`src/rtl/core/bsi_pkg.sv`:
```
// ----------------------------------------------------------------------------
// bsi_pkg
// Shared types, codes and saturation helper for the boid steering integrator.
// ----------------------------------------------------------------------------
`timescale 1ns / 1ps
`default_nettype none

package bsi_pkg;

	// default number of fraction bits
	localparam int FRAC_BITS_DEF = 16;

	// action codes
	typedef logic [2:0] act_t;
	localparam act_t ACT_SEEK       = 3'd0;
	localparam act_t ACT_SEEK_RANGE = 3'd1;
	localparam act_t ACT_ARRIVE     = 3'd2;
	localparam act_t ACT_FLEE       = 3'd3;
	localparam act_t ACT_BRAKE      = 3'd4;
	localparam act_t ACT_TICK       = 3'd5;

	// register indexes
	typedef logic [1:0] reg_idx_t;
	localparam reg_idx_t REG_MAX_SPEED = 2'd0;
	localparam reg_idx_t REG_MAX_FORCE = 2'd1;
	localparam reg_idx_t REG_NEAR_SQ   = 2'd2;

	// register reset values
	localparam logic [30:0] MAX_SPEED_RST = 31'd262144;
	localparam logic [30:0] MAX_FORCE_RST = 31'd6554;
	localparam logic [30:0] NEAR_SQ_RST   = 31'd66;

	// clamp a wide signed value to the 32-bit signed range
	function automatic logic signed [31:0] sat32(input logic signed [65:0] x);
		logic signed [65:0] hi;
		logic signed [65:0] lo;
		hi = 66'sd2147483647;
		lo = -66'sd2147483648;
		if (x > hi) begin
			return 32'sh7FFF_FFFF;
		end else if (x < lo) begin
			return 32'sh8000_0000;
		end
		return x[31:0];
	endfunction

endpackage

`default_nettype wire

```
`src/rtl/core/bsi_sqrt.sv`:
```
// ----------------------------------------------------------------------------
// bsi_sqrt
// Floor square root of a 64-bit value, two radicand bits per cycle.
// ----------------------------------------------------------------------------
`timescale 1ns / 1ps
`default_nettype none

module bsi_sqrt import bsi_pkg::*; (
	input  logic        clk,
	input  logic        arst_n,
	input  logic        start,
	input  logic [63:0] radicand,
	output logic        done,
	output logic [31:0] root
);

	logic        run_q;
	logic        done_q;
	logic [63:0] v_q;
	logic [63:0] r_q;
	logic [63:0] bit_q;
	logic [63:0] rb;
	logic        ge;

	always_comb begin
		rb = r_q + bit_q;
		ge = v_q >= rb;
	end

	always_ff @(posedge clk or negedge arst_n) begin
		if (!arst_n) begin
			run_q  <= 1'b0;
			done_q <= 1'b0;
			v_q    <= '0;
			r_q    <= '0;
			bit_q  <= '0;
		end else if (start) begin
			run_q  <= 1'b1;
			done_q <= 1'b0;
			v_q    <= radicand;
			r_q    <= '0;
			bit_q  <= {2'b01, 62'b0};
		end else if (run_q) begin
			if (ge) begin
				v_q <= v_q - rb;
				r_q <= (r_q >> 1) + bit_q;
			end else begin
				r_q <= r_q >> 1;
			end
			bit_q <= bit_q >> 2;
			// last step works on the lowest bit
			if (bit_q[0]) begin
				run_q  <= 1'b0;
				done_q <= 1'b1;
			end
		end else begin
			done_q <= 1'b0;
		end
	end

	assign done = done_q;
	assign root = r_q[31:0];

endmodule

`default_nettype wire

```
`config.mk`:
```
export PLATFORM = sky130hd
export DESIGN_NAME = bsi_sqrt
export DESIGN_NICKNAME = d
export VERILOG_FILES = /design/src/rtl/core/bsi_pkg.sv /design/src/rtl/core/bsi_sqrt.sv
export SDC_FILE = /design/constraint.sdc
export NUM_CORES = 1
export LEC_CHECK = 0
export ABC_CLOCK_PERIOD_IN_PS = 4800
export BUFFER_PORTS_ARGS = -buffer_cell sky130_fd_sc_hd__buf_2
export CAP_MARGIN = 20
export CORE_MARGIN = 2
export CORE_UTILIZATION = 39
export DETAILED_ROUTE_END_ITERATION = 8
export PLACE_DENSITY = 0.58
export SYNTH_ARGS = -nofsm -noshare
export SYNTH_HDL_FRONTEND = slang
export SYNTH_SLANG_ARGS = --single-unit
```
`constraint.sdc`:
```
create_clock -name clk -period 4.8 [get_ports clk]
set_clock_uncertainty 0.15 [all_clocks]
set_input_delay 0.48 -clock clk [delete_from_list [all_inputs] [get_ports clk]]
set_output_delay 0.48 -clock clk [all_outputs]
set_load 0.01 [all_outputs]
```
==> results.yml <==
outcome:
  status: "finished with violations"
  violations: "setup timing"
synth:
  synth_top_family_by_area: "compound AO/OA/AOI/OAI gates"
  synth_nets: 2311
  avgSynthCellArea_um2: 7.74
  yosys_warnings: 0
  synth-edff-count: 0
  ys.flop_type: "dfrtp_1"
  ys_ff_latch: 162
  synth-adder-area-share_pct: 10.1
  syn-cell-area_um2: 16300
  synthArstFlopShare_pct: 100
  synth_compound_area_share_pct: 28.4
  synthXorXnorAreaFrac_pct: 7.93
  synth_cell_type_count: 93
  seq_area_frac_synth_pct: 24.8
  synthCells: 2113
  yosys.area_share.simple_pct: 19.6
  synth_mux_area_share_pct: 2.99
floorplan:
  io_pins: 100
  coreArea_um2: 41700
  rows: 75
  start_util_pct: 39.2
  dieWidth_um: 209
  die_area_um2: 43600
  dieHeight_um: 209
layout:
  layout-drive-gt1-share_pct: 36.8
  final_nets: 2844
  multi_input_area_um2: 12500
  layout_commonest_cell: "buf_4"
  regArea_um2: 4060
  area_growth_syn_to_layout_pct: 43.5
  antenna_cells: 0
  final_cell_mix: "buf_4 (505), nor2_1 (230), nand2_1 (195), dfrtp_1 (160), a21oi_1 (136)"
  fillers: 3943
timing:
  slew-limit-headroom_pct: 26.9
  period_needed_ns: 5.24
  hold_viol_final: 0
  setup_viol: 128
  tightestPinTransition_ns: 1.10
  setup_tns_ns: -41.14
  min_period_over_period_pct: 109
  rsz0062_at_grt: "yes"
  timing.final.ws_setup_ns: -0.442
  max_freq_mhz: 191
  timing.final.max_slew_violations: 0
placed_design:
  port_buffers: 99
  globalplace.congestion: 0.927
  dp_hpwl_mm: 45.3
setup_path:
  critical_path_class: "register to register"
  worstReg2RegStart: "r_q[12]"
  required_ns: 5.05
  worstPathMaxFanout: 7
  arrival_ns: 5.49
  reg2reg_slack_ns: -0.44
  ff2ff_path_depth: 26
  r2r_end: "v_q[26]"
  critPathLaunchType: "register"
  endpoint_kind: "register"
pwr:
  switching_power_uw: 7890
  intPower_uw: 9270
  total_power_uw: 17200
  p_comb_share_pct: 79.2
  leakage_uw: 0.0106
  p_seq_share_pct: 12.5
  power_density_nw_per_um2: 732
  clkPwrFrac_pct: 8.3
  switching_share_pct: 46.0
  ir_drop_v: 0.000498
clock_network:
  cts-buffers-inserted: 17
  cts_tree: "done"
  path_clk_slew_ns: 0.07
  htreeDepth: 4
  clock-sinks: 162
  clk_path_buf_depth: 2
  cts_root_buf: "clkbuf_16"
  clock_latency_ns: 0.52
global_route:
  grt_pass1_vias: 18200
  grt_max_degree: 104
  track_usage_pct: 27.9
  overflow: 0
  grt_pass1_wl_mm: 96.3
  antenna_found_initial: 0
route:
  via_count: 18200
  initialDrtViolationCount: 1351
  dr.pass1.iters: 5
  postRouteAntennaNets: 0
  viasPerCell: 5.69
  wl_per_cell_um: 19.3
  wl_mm: 61.6
  drc: 0
worst_hold_path:
  holdPathStages: 3
  hold_path.class: "input pin to register"
  min_from: "radicand[4]"
  min_to: "v_q[4]"
job:
  maxCapViolCount: 0
==> cell usage after synthesis, types with 19 or more instances <==
library cell	number	area, µm²
buf_4	36	270
o21a_1	22	165
o21ai_0	146	731
dfrtp_1	162	4050
a21oi_1	186	931
o21bai_1	27	203
xor2_1	70	613
a311oi_1	19	166
nand3_1	28	140
xnor2_1	78	683
o21ai_1	23	115
clkbuf_1	78	293
nor2_1	265	995
nor3_1	25	125
a211oi_1	36	270
a31oi_1	60	375
nand2_1	212	796
inv_1	49	184
mux2i_1	42	420
ha_1	130	1630
buf_2	44	220
nand4_1	68	425
a21o_1	33	248
==> repair_timing <==
item	CTS	global route
setup buffers	60	11
setup endpoints to repair	128	128
hold buffers	15	0
gates cloned	8	5
gates resized for setup	227	166
hold endpoints to repair	73	0
pin swaps	105	79
==> sequential cells by signal, summed over array words and instances (netlist names) <==
signal and flops:
r_q 64, bit_q 32, done 1, v_q 64, run_q 1
==> power by group through the flow <==
stage	logic [µW]	registers, µW	clock network [µW]
after floorplan	6060	2000	0
final	13600	2140	1430
after global placement	10300	2130	0
after global routing	14600	2180	1510
after CTS	12500	2120	1470
after detailed placement	10400	2120	0
==> cell type report <==
cell class / instances / area share, %
Clock buffer: 18 / 1.83
Multi-Input combinational cell: 1735 / 53.3
Tap cell: 539 / 2.88
Inverter: 50 / 0.800
Sequential cell: 162 / 17.3
Timing Repair Buffer: 680 / 23.2
Clock inverter: 14 / 0.635
==> metrics by stage <==
stage | setup WS, ns | util, % | cells | area, µm² | hold WS, ns
2_1_floorplan | 0.0117 | - | 2113 | 16400 | 0.0344
3_3_place_gp | -0.772 | 49.1 | 3074 | 20500 | 0.340
3_5_place_dp | -0.829 | 49.1 | 3074 | 20500 | 0.349
4_1_cts | -0.384 | 54.5 | 3186 | 22700 | 0.000628
5_1_grt | -0.712 | 56.3 | 3198 | 23500 | 0.0242
6_report | -0.442 | 56.3 | 3198 | 23500 | 0.0260
==> cells by family (layout without fill, tap and decap cells) <==
kind of cell             after synthesis  in the layout
AO/OA/AOI/OAI                        706            706
XOR/XNOR                             148            148
adder cells (fa/ha/maj)              131            131
buffers and inverters                216            762
flip-flops                           162            162
multiplexers                          48             48
AND/OR/NAND/NOR                      702            702
==> worst max path at each step <==
| stage | endpoint | startpoint | depth (start not counted) |
|---|---|---|---|
| detailed placement | r_q[30] | r_q[0] | 23 |
| finish | v_q[26] | r_q[12] | 26 |
| CTS | r_q[53] | bit_q[6] | 23 |
| floorplan | v_q[55] | r_q[20] | 23 |
| global route | r_q[34] | bit_q[8] | 26 |
| global placement | r_q[30] | r_q[0] | 23 |
==> layer usage <==
layer	vias to the layer above	track usage, %	share of wire [%]
met1	8743	33.0	41
met4	0	13.3	4.1
met2	553	49.6	50
met3	135	4.28	4.8
li1	8754	-	-
met5	-	0	0
==> critical path, cell delays in order, from the launching register on <==
cell	delay [ns]
dfrtp_1	0.42
ha_4	0.31
a31oi_1	0.11
o21ai_1	0.23
o221ai_2	0.21
o31ai_4	0.35
a41oi_2	0.24
o21ai_2	0.22
buf_6	0.13
buf_4	0.10
nand2_4	0.06
nor4_4	0.15
o31ai_2	0.09
xor2_1	0.17
ha_2	0.34
nand4_1	0.13
or2_4	0.28
o221ai_2	0.17
a21o_1	0.20
buf_6	0.13
o21ai_4	0.05
buf_6	0.19
buf_12	0.16
buf_12	0.15
nand2_1	0.06
o21ai_1	0.06
mux2_4	0.26
Power figures use the tool's default switching activity.
