==> config.mk <==
export PLATFORM = sky130hd
export DESIGN_NAME = bsi_div
export DESIGN_NICKNAME = d
export VERILOG_FILES = /design/src/rtl/core/bsi_pkg.sv /design/src/rtl/core/bsi_div.sv
export SDC_FILE = /design/constraint.sdc
export NUM_CORES = 1
export LEC_CHECK = 0
export BUFFER_PORTS_ARGS = -buffer_cell sky130_fd_sc_hd__buf_2
export CORE_MARGIN = 4
export CORE_UTILIZATION = 50
export CTS_CLUSTER_SIZE = 20
export DETAILED_ROUTE_END_ITERATION = 12
export GPL_TIMING_DRIVEN = 0
export PLACE_DENSITY_LB_ADDON = 0.12
export SLEW_MARGIN = 5
export SYNTH_ARGS = -nofsm -noshare
export SYNTH_HDL_FRONTEND = slang
export SYNTH_SLANG_ARGS = --single-unit
==> constraint.sdc <==
create_clock -name clk -period 3.5 [get_ports clk]
set_clock_uncertainty 0.05 [all_clocks]
set_input_delay 0.525 -clock clk [delete_from_list [all_inputs] [get_ports clk]]
set_output_delay 0.525 -clock clk [all_outputs]
set_load 0.02 [all_outputs]
==> src/rtl/core/bsi_pkg.sv <==
// ----------------------------------------------------------------------------
// bsi_pkg
// Shared types, codes and saturation helper for the boid steering integrator.
// ----------------------------------------------------------------------------
`timescale 1ns / 1ps
`default_nettype none

package bsi_pkg;

	// default number of fraction bits
	localparam int FRAC_BITS_DEF = 16;

	// action codes
	typedef logic [2:0] act_t;
	localparam act_t ACT_SEEK       = 3'd0;
	localparam act_t ACT_SEEK_RANGE = 3'd1;
	localparam act_t ACT_ARRIVE     = 3'd2;
	localparam act_t ACT_FLEE       = 3'd3;
	localparam act_t ACT_BRAKE      = 3'd4;
	localparam act_t ACT_TICK       = 3'd5;

	// register indexes
	typedef logic [1:0] reg_idx_t;
	localparam reg_idx_t REG_MAX_SPEED = 2'd0;
	localparam reg_idx_t REG_MAX_FORCE = 2'd1;
	localparam reg_idx_t REG_NEAR_SQ   = 2'd2;

	// register reset values
	localparam logic [30:0] MAX_SPEED_RST = 31'd262144;
	localparam logic [30:0] MAX_FORCE_RST = 31'd6554;
	localparam logic [30:0] NEAR_SQ_RST   = 31'd66;

	// clamp a wide signed value to the 32-bit signed range
	function automatic logic signed [31:0] sat32(input logic signed [65:0] x);
		logic signed [65:0] hi;
		logic signed [65:0] lo;
		hi = 66'sd2147483647;
		lo = -66'sd2147483648;
		if (x > hi) begin
			return 32'sh7FFF_FFFF;
		end else if (x < lo) begin
			return 32'sh8000_0000;
		end
		return x[31:0];
	endfunction

endpackage

`default_nettype wire

==> src/rtl/core/bsi_div.sv <==
// ----------------------------------------------------------------------------
// bsi_div
// Restoring divider, one quotient bit per cycle, truncates towards zero.
// The quotient magnitude must stay below 2^31.
// ----------------------------------------------------------------------------
`timescale 1ns / 1ps
`default_nettype none

module bsi_div import bsi_pkg::*; (
	input  logic               clk,
	input  logic               arst_n,
	input  logic               start,
	input  logic signed [63:0] dividend,
	input  logic        [31:0] divisor,
	output logic               done,
	output logic signed [31:0] quo
);

	logic        run_q;
	logic        done_q;
	logic [4:0]  cnt_q;
	logic        neg_q;
	logic [31:0] rem_q;
	logic [31:0] low_q;
	logic [31:0] dvs_q;
	logic [63:0] mag;
	logic [32:0] trial;
	logic [32:0] diff;
	logic        ge;

	// magnitude of the dividend and the trial subtract
	always_comb begin
		mag   = dividend[63] ? 64'(-dividend) : 64'(dividend);
		trial = {rem_q, low_q[31]};
		diff  = trial - {1'b0, dvs_q};
		ge    = trial >= {1'b0, dvs_q};
	end

	always_ff @(posedge clk or negedge arst_n) begin
		if (!arst_n) begin
			run_q  <= 1'b0;
			done_q <= 1'b0;
			cnt_q  <= '0;
			neg_q  <= 1'b0;
			rem_q  <= '0;
			low_q  <= '0;
			dvs_q  <= '0;
		end else if (start) begin
			run_q  <= 1'b1;
			done_q <= 1'b0;
			cnt_q  <= '0;
			neg_q  <= dividend[63];
			rem_q  <= mag[63:32];
			low_q  <= mag[31:0];
			dvs_q  <= divisor;
		end else if (run_q) begin
			rem_q <= ge ? diff[31:0] : trial[31:0];
			low_q <= {low_q[30:0], ge};
			cnt_q <= cnt_q + 5'd1;
			if (cnt_q == 5'd31) begin
				run_q  <= 1'b0;
				done_q <= 1'b1;
			end
		end else begin
			done_q <= 1'b0;
		end
	end

	assign done = done_q;
	assign quo  = neg_q ? -$signed(low_q) : $signed(low_q);

endmodule

`default_nettype wire

==> key figures <==
Run status
  • Status: complete, but fails checks
  • Failing checks: negative setup slack

Clock tree
  • H-tree levels: 3
  • Max Root-Sink Buffers: 2
  • CTS tree: yes
  • Clk Latency, worst-skew pair: 360 ps
  • CTS buffer count: 9
  • Clock Tree Root: clkbuf_16
  • Clock-pin slew on the worst setup and hold paths: 70 ps
  • Clock Sinks: around 100

Layout
  • Multi-input gate area: between 5000 and 6000 um^2
  • Fillers: ~1500
  • Most common cell after layout, fill and taps aside: o21ai_0
  • Antenna cells: 0
  • Highest-count cells in the layout ignoring fill and taps: 134 x o21ai_0, 124 x nand2_1, 121 x buf_2
  • Final Cell Area: slightly above 10000 um^2
  • Final Non-Filler Cells: 1442
  • FF/Latch Area: ~2600 um^2
  • Final nets: ~1400
  • Area delta synth->final: 22.46%
  • Share of cells above drive strength 1: 0.2054
  • Final Core Density: 0.6248

Setup path
  • Arr. time, crit path: approximately 3200 ps
  • Slowest CP cell: or4_4
  • R2r startpoint: low_q[31]$_DFFE_PN0P_
  • Startpoint Class: register
  • Cell Chain, Critical Path: or4_4, nor4_4, nand2b_4, or4_4, or4_4, buf_4, nand2_4, xnor2_2, buf_4
  • Crit end category: primary output
  • R2R setup slack: 20 ps
  • CP Data Required Time: between 2000 and 3000 ps
  • R2r endpoint: rem_q[30]$_DFFE_PN0P_
  • CP max FO: 4
  • Cell repeated most along the worst path: or4_4
  • Worst reg-to-reg path cell count: 13
  • Setup CP Type: register to primary output
  • Crit path largest cell delay: approximately 590 ps

Yosys
  • EDFF count, synth: 0
  • Syn Nets: around 1200
  • Yosys warns: 0
  • Top_reg_cell synth: dfrtp_1
  • Top-area cell type share of the netlist area: 0.3076
  • Cell count after synthesis: between 1000 and 1500
  • Post-Syn Area: 8461 um^2
  • Synth async-reset ratio: 1.000
  • Yosys cell types: 63
  • Register area share after synthesis: 0.3076
  • Synth Register Bits: around 100
  • Yosys top cell by area: dfrtp_1
  • Ranking of synthesized cells by area: dfrtp_1 31%, xnor2_1 10%, o21ai_0 8.1%, nand2_1 5.7%, ha_1 5.3%
  • Synth Area per Inst: between 8 and 9 um^2

Global routing
  • GRT Residual Overflow: 0
  • Global-route met1 utilization: 0.4063
  • Met2 Use GR: 0.4486
  • Largest net degree at the start of global routing: 79
  • Vias in the first global route: about 8000
  • Global-route layer with the greatest usage: met2
  • Global Route Usage Sum: 0.2823
  • Initial antenna violation count: 1
  • First-pass GRT wire length: about 44000 um
  • GRT met3 Usage: 0.04523

Floorplan
  • # IOs: about 130
  • Initial Util: 0.5102
  • Die Height: around 140 um
  • Row count: 47
  • Core box area: 16580 um^2
  • Die Footprint: around 19000 um^2
  • Die width: 138.1 um

Detailed routing
  • Final ANT Viol Nets: 0
  • Vias per cell: 6.006
  • DRT iter0 DRCs: 683
  • Vias: 8660
  • Drt wl/cell: between 15 and 20 um
  • DR pass1 iterations: 5
  • Drt drc: 0
  • Routed Wire Length: about 28000 um

Power
  • Switching power: 3.121 mW
  • LEAKAGE: 4.621 nW
  • Clock Power Share: 0.152
  • Worst VDD drop: approximately 0.46 mV
  • Sequential Power Share: 0.261
  • Int Pwr: between 3 and 4 mW
  • Power per cell area: about 660 nW/um^2
  • Switching Share: 0.4547
  • Combinational fraction of design power: 0.587

Min path
  • Worst Hold Endpoint: dvs_q[17]$_DFFE_PN0P_
  • Hold Crit Class: input port to register
  • Hold path depth: 3
  • Min-Delay Startpoint: divisor[17]

Placement
  • Routability cong.: 0.9884
  • IO Port Bufs: 130
  • Final HPWL DP: just over 20000 um
  • Area post-placement: ~9400 um^2
  • Inst Count DP: 1400
  • Setup WS pre-CTS: -665.0 ps

Timing
  • Final hold violations: 0
  • Worst slew pin tran: slightly above 900 ps
  • Slew HR: 0.3880
  • Final WS setup: -263.8 ps
  • Achievable Freq: 0.2657 GHz
  • RSZ-0062 raised after global routing: true
  • Min Tclk post-route: approximately 3800 ps
  • Final setup fails: 8
  • Slew Viols, Final: 0
  • Crit share post-route: 1.075
  • Hold WS: around 320 ps

Job
  • Max capacitance violation total: 0
sequential cells by signal, indices dropped and copies added (netlist names):
register and count:
rem_q 32, cnt_q 5, low_q 32, done 1, run_q 1, dvs_q 32
neg_q 1
layer usage:
metal / vias up / wire, um
met3: 44 / 2062
met4: 2 / 619
met2: 362 / 13180
met1: 4144 / 12530
met5: - / 7
li1: 4108 / -
cells in the mapped netlist (all sizes together), types with 3 or more instances:
cell and instances:
nand3 8, a211o 4, a21oi 82, or2 5, or3 22, o21bai 4, or4 25, nor4 11
inv 49, a21o 7, o21ai 138, a311oi 3, dfrtp 104, nor2b 4, ha 36, nand2b 11
mux2 3, o21a 5, nand4 7, clkbuf 42, nand2 128, o41ai 12, nor4b 3, nor3 12
o211ai 7, buf 11, a211oi 5, xnor2 97, a221oi 4, mux2i 37, o31ai 28, xor2 20
o311a 4, a31oi 4, nor2 58, and3 20
repair_timing:
action,in CTS,in global routing
endpoints found under the setup margin,44,42
buffers inserted,7,21
pin swaps,13,18
cloned,0,0
hold endpoints to repair,26,0
resized for setup,44,62
hold buffers,1,0
final cells by class:
class / count / area share
clock inverters: 4 / 0.004347
repair buffers: 160 / 0.09081
multi-input cells: 842 / 0.5638
clock buffers: 11 / 0.02343
plain buffers: 51 / 0.02089
inverters: 50 / 0.01836
flip-flops and latches: 104 / 0.2518
well taps: 220 / 0.02657
worst max-delay path by stage:
stage / startpoint / cells past startpoint / end / slack [ps]
after CTS: low_q[5]$_DFFE_PN0P_ / 8 / quo[28] / -240
after global placement: low_q[31]$_DFFE_PN0P_ / 13 / rem_q[30]$_DFFE_PN0P_ / -640
after global routing: low_q[10]$_DFFE_PN0P_ / 9 / quo[26] / -340
after floorplan: dividend[12] / 9 / rem_q[26]$_DFFE_PN0P_ / -110
final: low_q[10]$_DFFE_PN0P_ / 9 / quo[26] / -260
after detailed placement: low_q[31]$_DFFE_PN0P_ / 13 / rem_q[30]$_DFFE_PN0P_ / -670
cells by family (layout without fill, tap and decap cells):
kind of cell,count (synthesis),after routing,share of synthesized area
AOI/OAI and AO/OA,321,321,0.2273
and+or+nand+nor,327,327,0.1940
muxes,40,40,0.04777
xor gates and xnor gates,117,117,0.1211
buffers and inverters,103,276,0.04658
DFF,104,104,0.3076
adders and majority gates,37,37,0.05560
metrics by stage:
stage	TNS, ps	total power [mW]
floorplan	-107.8	4.293
global placement	-13810	5.231
detailed placement	-13170	5.282
CTS	-1190	6.518
global route	-2336	7.338
finish	-1483	6.863
critical path: cells and delay by family (launching register included):
family | cells | cell delay, ps
XOR/XNOR | 1 | 130
buffers and inverters | 2 | 330
flip-flops | 1 | 420
AND/OR/NAND/NOR | 6 | 1940
power groups by stage:
stage	combinational, mW	clock (mW)	sequential (mW)
after floorplan	2.63	0	1.67
after global placement	3.46	0	1.77
after detailed placement	3.51	0	1.77
after CTS	3.70	1.07	1.76
after global routing	4.41	1.12	1.82
final	4.03	1.04	1.79
Note: power is estimated with default switching activity, not from simulation.
