<file path="config.mk">
export PLATFORM = sky130hd
export DESIGN_NAME = bsi_mul
export DESIGN_NICKNAME = d
export VERILOG_FILES = /design/src/rtl/core/bsi_pkg.sv /design/src/rtl/core/bsi_mul.sv
export SDC_FILE = /design/constraint.sdc
export NUM_CORES = 2
export LEC_CHECK = 0
export ABC_AREA = 1
export BUFFER_PORTS_ARGS = -buffer_cell sky130_fd_sc_hd__buf_4
export CAP_MARGIN = 0
export CORE_MARGIN = 3
export CORE_UTILIZATION = 35
export CTS_CLUSTER_SIZE = 25
export DETAILED_ROUTE_END_ITERATION = 7
export GPL_ROUTABILITY_DRIVEN = 0
export PLACE_DENSITY = 0.5
export SETUP_SLACK_MARGIN = 0.15
export SYNTH_ARGS = -nofsm -noshare
export SYNTH_HDL_FRONTEND = slang
export SYNTH_SLANG_ARGS = --single-unit
</file>
<file path="constraint.sdc">
create_clock -name clk -period 12.64 [get_ports clk]
set_input_delay 1.896 -clock clk [delete_from_list [all_inputs] [get_ports clk]]
set_output_delay 1.896 -clock clk [all_outputs]
set_load 0.02 [all_outputs]
</file>
<file path="src/rtl/core/bsi_pkg.sv">
// ----------------------------------------------------------------------------
// bsi_pkg
// Shared types, codes and saturation helper for the boid steering integrator.
// ----------------------------------------------------------------------------
`timescale 1ns / 1ps
`default_nettype none

package bsi_pkg;

	// default number of fraction bits
	localparam int FRAC_BITS_DEF = 16;

	// action codes
	typedef logic [2:0] act_t;
	localparam act_t ACT_SEEK       = 3'd0;
	localparam act_t ACT_SEEK_RANGE = 3'd1;
	localparam act_t ACT_ARRIVE     = 3'd2;
	localparam act_t ACT_FLEE       = 3'd3;
	localparam act_t ACT_BRAKE      = 3'd4;
	localparam act_t ACT_TICK       = 3'd5;

	// register indexes
	typedef logic [1:0] reg_idx_t;
	localparam reg_idx_t REG_MAX_SPEED = 2'd0;
	localparam reg_idx_t REG_MAX_FORCE = 2'd1;
	localparam reg_idx_t REG_NEAR_SQ   = 2'd2;

	// register reset values
	localparam logic [30:0] MAX_SPEED_RST = 31'd262144;
	localparam logic [30:0] MAX_FORCE_RST = 31'd6554;
	localparam logic [30:0] NEAR_SQ_RST   = 31'd66;

	// clamp a wide signed value to the 32-bit signed range
	function automatic logic signed [31:0] sat32(input logic signed [65:0] x);
		logic signed [65:0] hi;
		logic signed [65:0] lo;
		hi = 66'sd2147483647;
		lo = -66'sd2147483648;
		if (x > hi) begin
			return 32'sh7FFF_FFFF;
		end else if (x < lo) begin
			return 32'sh8000_0000;
		end
		return x[31:0];
	endfunction

endpackage

`default_nettype wire

</file>
<file path="src/rtl/core/bsi_mul.sv">
// ----------------------------------------------------------------------------
// bsi_mul
// Shared 33x33 signed multiplier with a registered product.
// ----------------------------------------------------------------------------
`timescale 1ns / 1ps
`default_nettype none

module bsi_mul import bsi_pkg::*; (
	input  logic               clk,
	input  logic signed [32:0] a,
	input  logic signed [32:0] b,
	output logic signed [65:0] prod
);

	logic signed [65:0] prod_q;

	// one product per cycle, available the cycle after the operands
	always_ff @(posedge clk) begin
		prod_q <= 66'(a) * 66'(b);
	end

	assign prod = prod_q;

endmodule

`default_nettype wire

</file>
==> impl_results.html <==
<table>
<tr><th>Metric</th><th>Value</th></tr>
<tr><th colspan="2">Clock network</th></tr>
<tr><td>Buffer type at the clock tree root</td><td>sky130_fd_sc_hd__clkbuf_16</td></tr>
<tr><td>Clock buffers created by TritonCTS</td><td>9</td></tr>
<tr><td>Clk slew on worst S/H paths</td><td>0.06 ns</td></tr>
<tr><td>Total number of clock tree sinks</td><td>66</td></tr>
<tr><td>Post-CTS Hold Fix Bufs</td><td>0</td></tr>
<tr><td>Bufs on Longest Clock Path</td><td>2</td></tr>
<tr><td>H-tree lvl count</td><td>3</td></tr>
<tr><td>TritonCTS clock tree</td><td>yes</td></tr>
<tr><td>Resized cells post-CTS</td><td>0</td></tr>
<tr><td>Setup fix buffers added after clock tree synthesis</td><td>0</td></tr>
<tr><th colspan="2">Worst hold path</th></tr>
<tr><td>Class of the tightest hold or removal check</td><td>in2reg</td></tr>
<tr><td>Hold path start</td><td>b[0]</td></tr>
<tr><th colspan="2">Yosys</th></tr>
<tr><td>Combinational family with the most area after synthesis</td><td>adder cells</td></tr>
<tr><td>Number of enable flip-flop cells after synthesis</td><td>0</td></tr>
<tr><td>Post-synthesis cell area</td><td>0.0432 mm²</td></tr>
<tr><td>Syn Area/Cell</td><td>7.79 µm²</td></tr>
<tr><td>Synthesized instance count</td><td>5543</td></tr>
<tr><td>Ys flop type</td><td>sky130_fd_sc_hd__dfxtp_1</td></tr>
<tr><td>Distinct cell type count of the synthesized netlist</td><td>35</td></tr>
<tr><td>Parity-gate share of the synthesized area counting xor and xnor cells</td><td>0.00832</td></tr>
<tr><td>Post-synth net total</td><td>6972</td></tr>
<tr><td>Compound-Gate Fraction of Synth Area</td><td>0.0138</td></tr>
<tr><td>Number of flip-flops and latches in the synthesized netlist</td><td>66</td></tr>
<tr><td>Seq/Total Area, Yosys</td><td>0.0306</td></tr>
<tr><td>Ys async rst share</td><td>0</td></tr>
<tr><td>Synthesis warning total</td><td>0</td></tr>
<tr><td>Simple-gate portion of the synthesized area</td><td>0.166</td></tr>
<tr><td>Mux contribution to synthesized area</td><td>0</td></tr>
<tr><td>Synth Area in Adders</td><td>0.594</td></tr>
<tr><th colspan="2">Setup path</th></tr>
<tr><td>Critical Path Start Type</td><td>primary input</td></tr>
<tr><td>Crit path from</td><td>a[32]</td></tr>
<tr><td>Sequence of cells on the critical path</td><td>buf_4 -&gt; nand2_1 -&gt; inv_1 -&gt; fa_1 -&gt; fa_1 -&gt; fa_1 -&gt; fa_1 -&gt; inv_1 -&gt; fa_1 -&gt; fa_1 -&gt; fa_1 -&gt; fa_1 -&gt; inv_1 -&gt; ha_1 -&gt; nand2_1 -&gt; nor2_1 -&gt; inv_1 -&gt; nor3_1 -&gt; nand2_1 -&gt; nor2_1 -&gt; nand2_1 -&gt; nand4_1 -&gt; nand2_1</td></tr>
<tr><td>Kind of end point of the critical path</td><td>flip-flop</td></tr>
<tr><td>Kind of cell adding the most delay to the critical path</td><td>adder cells</td></tr>
<tr><td>Delay of the slowest critical-path stage</td><td>1.26 ns</td></tr>
<tr><td>Crit Path Max Fanout</td><td>33</td></tr>
<tr><td>Critical Path AT</td><td>9.30 ns</td></tr>
<tr><td>Buffering stage count on the worst path with inverters included</td><td>5</td></tr>
<tr><td>Slowest-stage cell, CP</td><td>sky130_fd_sc_hd__fa_1</td></tr>
<tr><td>Crit path required time</td><td>12.88 ns</td></tr>
<tr><td>Worst setup path category</td><td>in2reg</td></tr>
<tr><td>Library cell appearing most often on the critical path</td><td>sky130_fd_sc_hd__fa_1</td></tr>
<tr><th colspan="2">STA</th></tr>
<tr><td>Final hold vios</td><td>0</td></tr>
<tr><td>Worst-margin pin slew</td><td>1.00 ns</td></tr>
<tr><td>Final period utilization</td><td>0.716</td></tr>
<tr><td>Maximum achievable frequency</td><td>110 MHz</td></tr>
<tr><td>Final setup violation count</td><td>0</td></tr>
<tr><td>Slew HR</td><td>0.332</td></tr>
<tr><td>Shortest period the worst path allows</td><td>9.05 ns</td></tr>
<tr><td>Number of max-slew violations in the final report</td><td>0</td></tr>
<tr><td>Setup total negative slack</td><td>0 ns</td></tr>
<tr><td>Setup repair after global routing missed its margin</td><td>no</td></tr>
<tr><th colspan="2">Route</th></tr>
<tr><td>DRC violations left</td><td>0</td></tr>
<tr><td>Antenna-violating nets left</td><td>0</td></tr>
<tr><td>Detail-routed via count per cell</td><td>4.55</td></tr>
<tr><td>Total wire length</td><td>126000 µm</td></tr>
<tr><td>Routed vias</td><td>32.1k</td></tr>
<tr><td>Routed len/inst</td><td>17.9 µm</td></tr>
<tr><td>TritonRoute pass-1 iters</td><td>8</td></tr>
<tr><td>1st-iter DRT viols</td><td>1795</td></tr>
<tr><th colspan="2">Cells and area</th></tr>
<tr><td>Area added between synthesis and finish</td><td>5.44%</td></tr>
<tr><td>Flip-flop count of the largest register, all copies and words added</td><td>66</td></tr>
<tr><td>Commonest cells after routing, fill and taps aside</td><td>sky130_fd_sc_hd__inv_1, sky130_fd_sc_hd__nand2_1, sky130_fd_sc_hd__fa_1</td></tr>
<tr><td>Filler cell count</td><td>12.9k</td></tr>
<tr><td>Most common cell after layout, fill and taps aside</td><td>sky130_fd_sc_hd__inv_1</td></tr>
<tr><td># nets final</td><td>6855</td></tr>
<tr><td>Ratio of cells with drive above 1 in the final layout</td><td>0.0387</td></tr>
<tr><th colspan="2">Floorplan</th></tr>
<tr><td>Die area</td><td>0.128 mm²</td></tr>
<tr><td>Die Y</td><td>357 µm</td></tr>
<tr><td># rows</td><td>128</td></tr>
<tr><td>Width of the die</td><td>357 µm</td></tr>
<tr><td>Total I/O pin count</td><td>133</td></tr>
<tr><td>Starting density of the core</td><td>0.353</td></tr>
<tr><td>Core region area</td><td>0.122 mm²</td></tr>
<tr><th colspan="2">GRT</th></tr>
<tr><td>Via count of the first global-routing pass</td><td>36.0k</td></tr>
<tr><td>Total overflow reported by the global router</td><td>0</td></tr>
<tr><td>Largest net degree at the start of global routing</td><td>35</td></tr>
<tr><td>Global-route wire length before repair</td><td>204000 µm</td></tr>
<tr><td>Antenna violations before repair</td><td>10</td></tr>
<tr><td>GRT Resource Usage Total</td><td>0.207</td></tr>
<tr><th colspan="2">Place</th></tr>
<tr><td>Port bufs</td><td>132</td></tr>
<tr><td>HPWL Detailed</td><td>106000 µm</td></tr>
<tr><th colspan="2">Job</th></tr>
<tr><td>Number of max-capacitance violations reported</td><td>0</td></tr>
<tr><th colspan="2">Outcome</th></tr>
<tr><td>Run status</td><td>completed</td></tr>
</table>
==> layer usage <==
layer / vias to the layer above / track usage / part of all wire
met5: - / 0 / 0.00025
met4: 6 / 0.0610 / 0.031
met3: 202 / 0.0212 / 0.042
met2: 744 / 0.373 / 0.51
met1: 16400 / 0.262 / 0.42
li1: 14700 / - / -
==> worst min-delay path, delay by kind of cell <==
kind	cells	cell delay [ns]
AND/OR/NAND/NOR	1	0.18
buffers and inverters	2	0.28
==> cell type report <==
cell class / instances / area (µm²) / area share
Antenna cell: 7 / 17.5 / 0.000385
Clock buffer: 13 / 260 / 0.00572
Clock inverter: 2 / 12.5 / 0.000275
Inverter: 1895 / 7110 / 0.156
Multi-Input combinational cell: 3319 / 33800 / 0.741
Sequential cell: 66 / 1320 / 0.0290
Tap cell: 1625 / 2030 / 0.0447
Timing Repair Buffer: 135 / 1010 / 0.0223
==> final timing paths <==
check | slack, ns | cells after the start | to
worst min-delay path | 2.10 | 3 | prod[0]$_DFF_P_
worst max-delay path | 3.59 | 23 | prod[60]$_DFF_P_
==> metrics by stage <==
| step | hold WS (ns) | setup WS, ns | instance area (µm²) | utilization | instances |
|---|---|---|---|---|---|
| 6_report | 2.10 | 3.59 | 45500 | 0.373 | 7062 |
| 5_1_grt | 2.11 | 3.18 | 45500 | 0.372 | 7059 |
| 4_1_cts | 2.10 | 3.57 | 45500 | 0.372 | 7055 |
| 3_5_place_dp | 2.31 | 3.22 | 45200 | 0.370 | 7040 |
| 3_3_place_gp | 2.31 | 3.27 | 45200 | 0.370 | 7040 |
| 2_1_floorplan | 2.16 | 3.99 | 43200 | - | 5543 |
==> synthesized netlist by cell type (4+ instances only) <==
library cell | n | area share
sky130_fd_sc_hd__o21ai_0 | 19 | 0.0022
sky130_fd_sc_hd__xor2_1 | 37 | 0.0075
sky130_fd_sc_hd__nand3_1 | 70 | 0.0081
sky130_fd_sc_hd__nand3_2 | 8 | 0.0019
sky130_fd_sc_hd__xnor2_1 | 4 | 0.00081
sky130_fd_sc_hd__nor3_1 | 7 | 0.00081
sky130_fd_sc_hd__nor2_1 | 131 | 0.011
sky130_fd_sc_hd__a21oi_1 | 61 | 0.0071
sky130_fd_sc_hd__nor2_2 | 20 | 0.0029
sky130_fd_sc_hd__a21oi_2 | 4 | 0.00081
sky130_fd_sc_hd__inv_1 | 1894 | 0.16
sky130_fd_sc_hd__nand2_1 | 1517 | 0.13
sky130_fd_sc_hd__clkbuf_1 | 262 | 0.023
sky130_fd_sc_hd__nand4_1 | 19 | 0.0028
sky130_fd_sc_hd__fa_1 | 1145 | 0.53
sky130_fd_sc_hd__nor4_1 | 4 | 0.00058
sky130_fd_sc_hd__o21bai_1 | 14 | 0.0024
sky130_fd_sc_hd__ha_1 | 217 | 0.063
sky130_fd_sc_hd__nand2_2 | 17 | 0.0025
sky130_fd_sc_hd__or2_2 | 5 | 0.00072
sky130_fd_sc_hd__dfxtp_1 | 66 | 0.031
==> kinds of logic after synthesis <==
group | Yosys count
AO/OA/AOI/OAI | 106
flip-flops | 66
buffers and inverters | 2158
AND/OR/NAND/NOR | 1810
XOR/XNOR | 41
adder cells (fa/ha/maj) | 1362
Power is not shown: default switching activity piles up to over one toggle a cycle in this logic, so the estimate is an artifact.
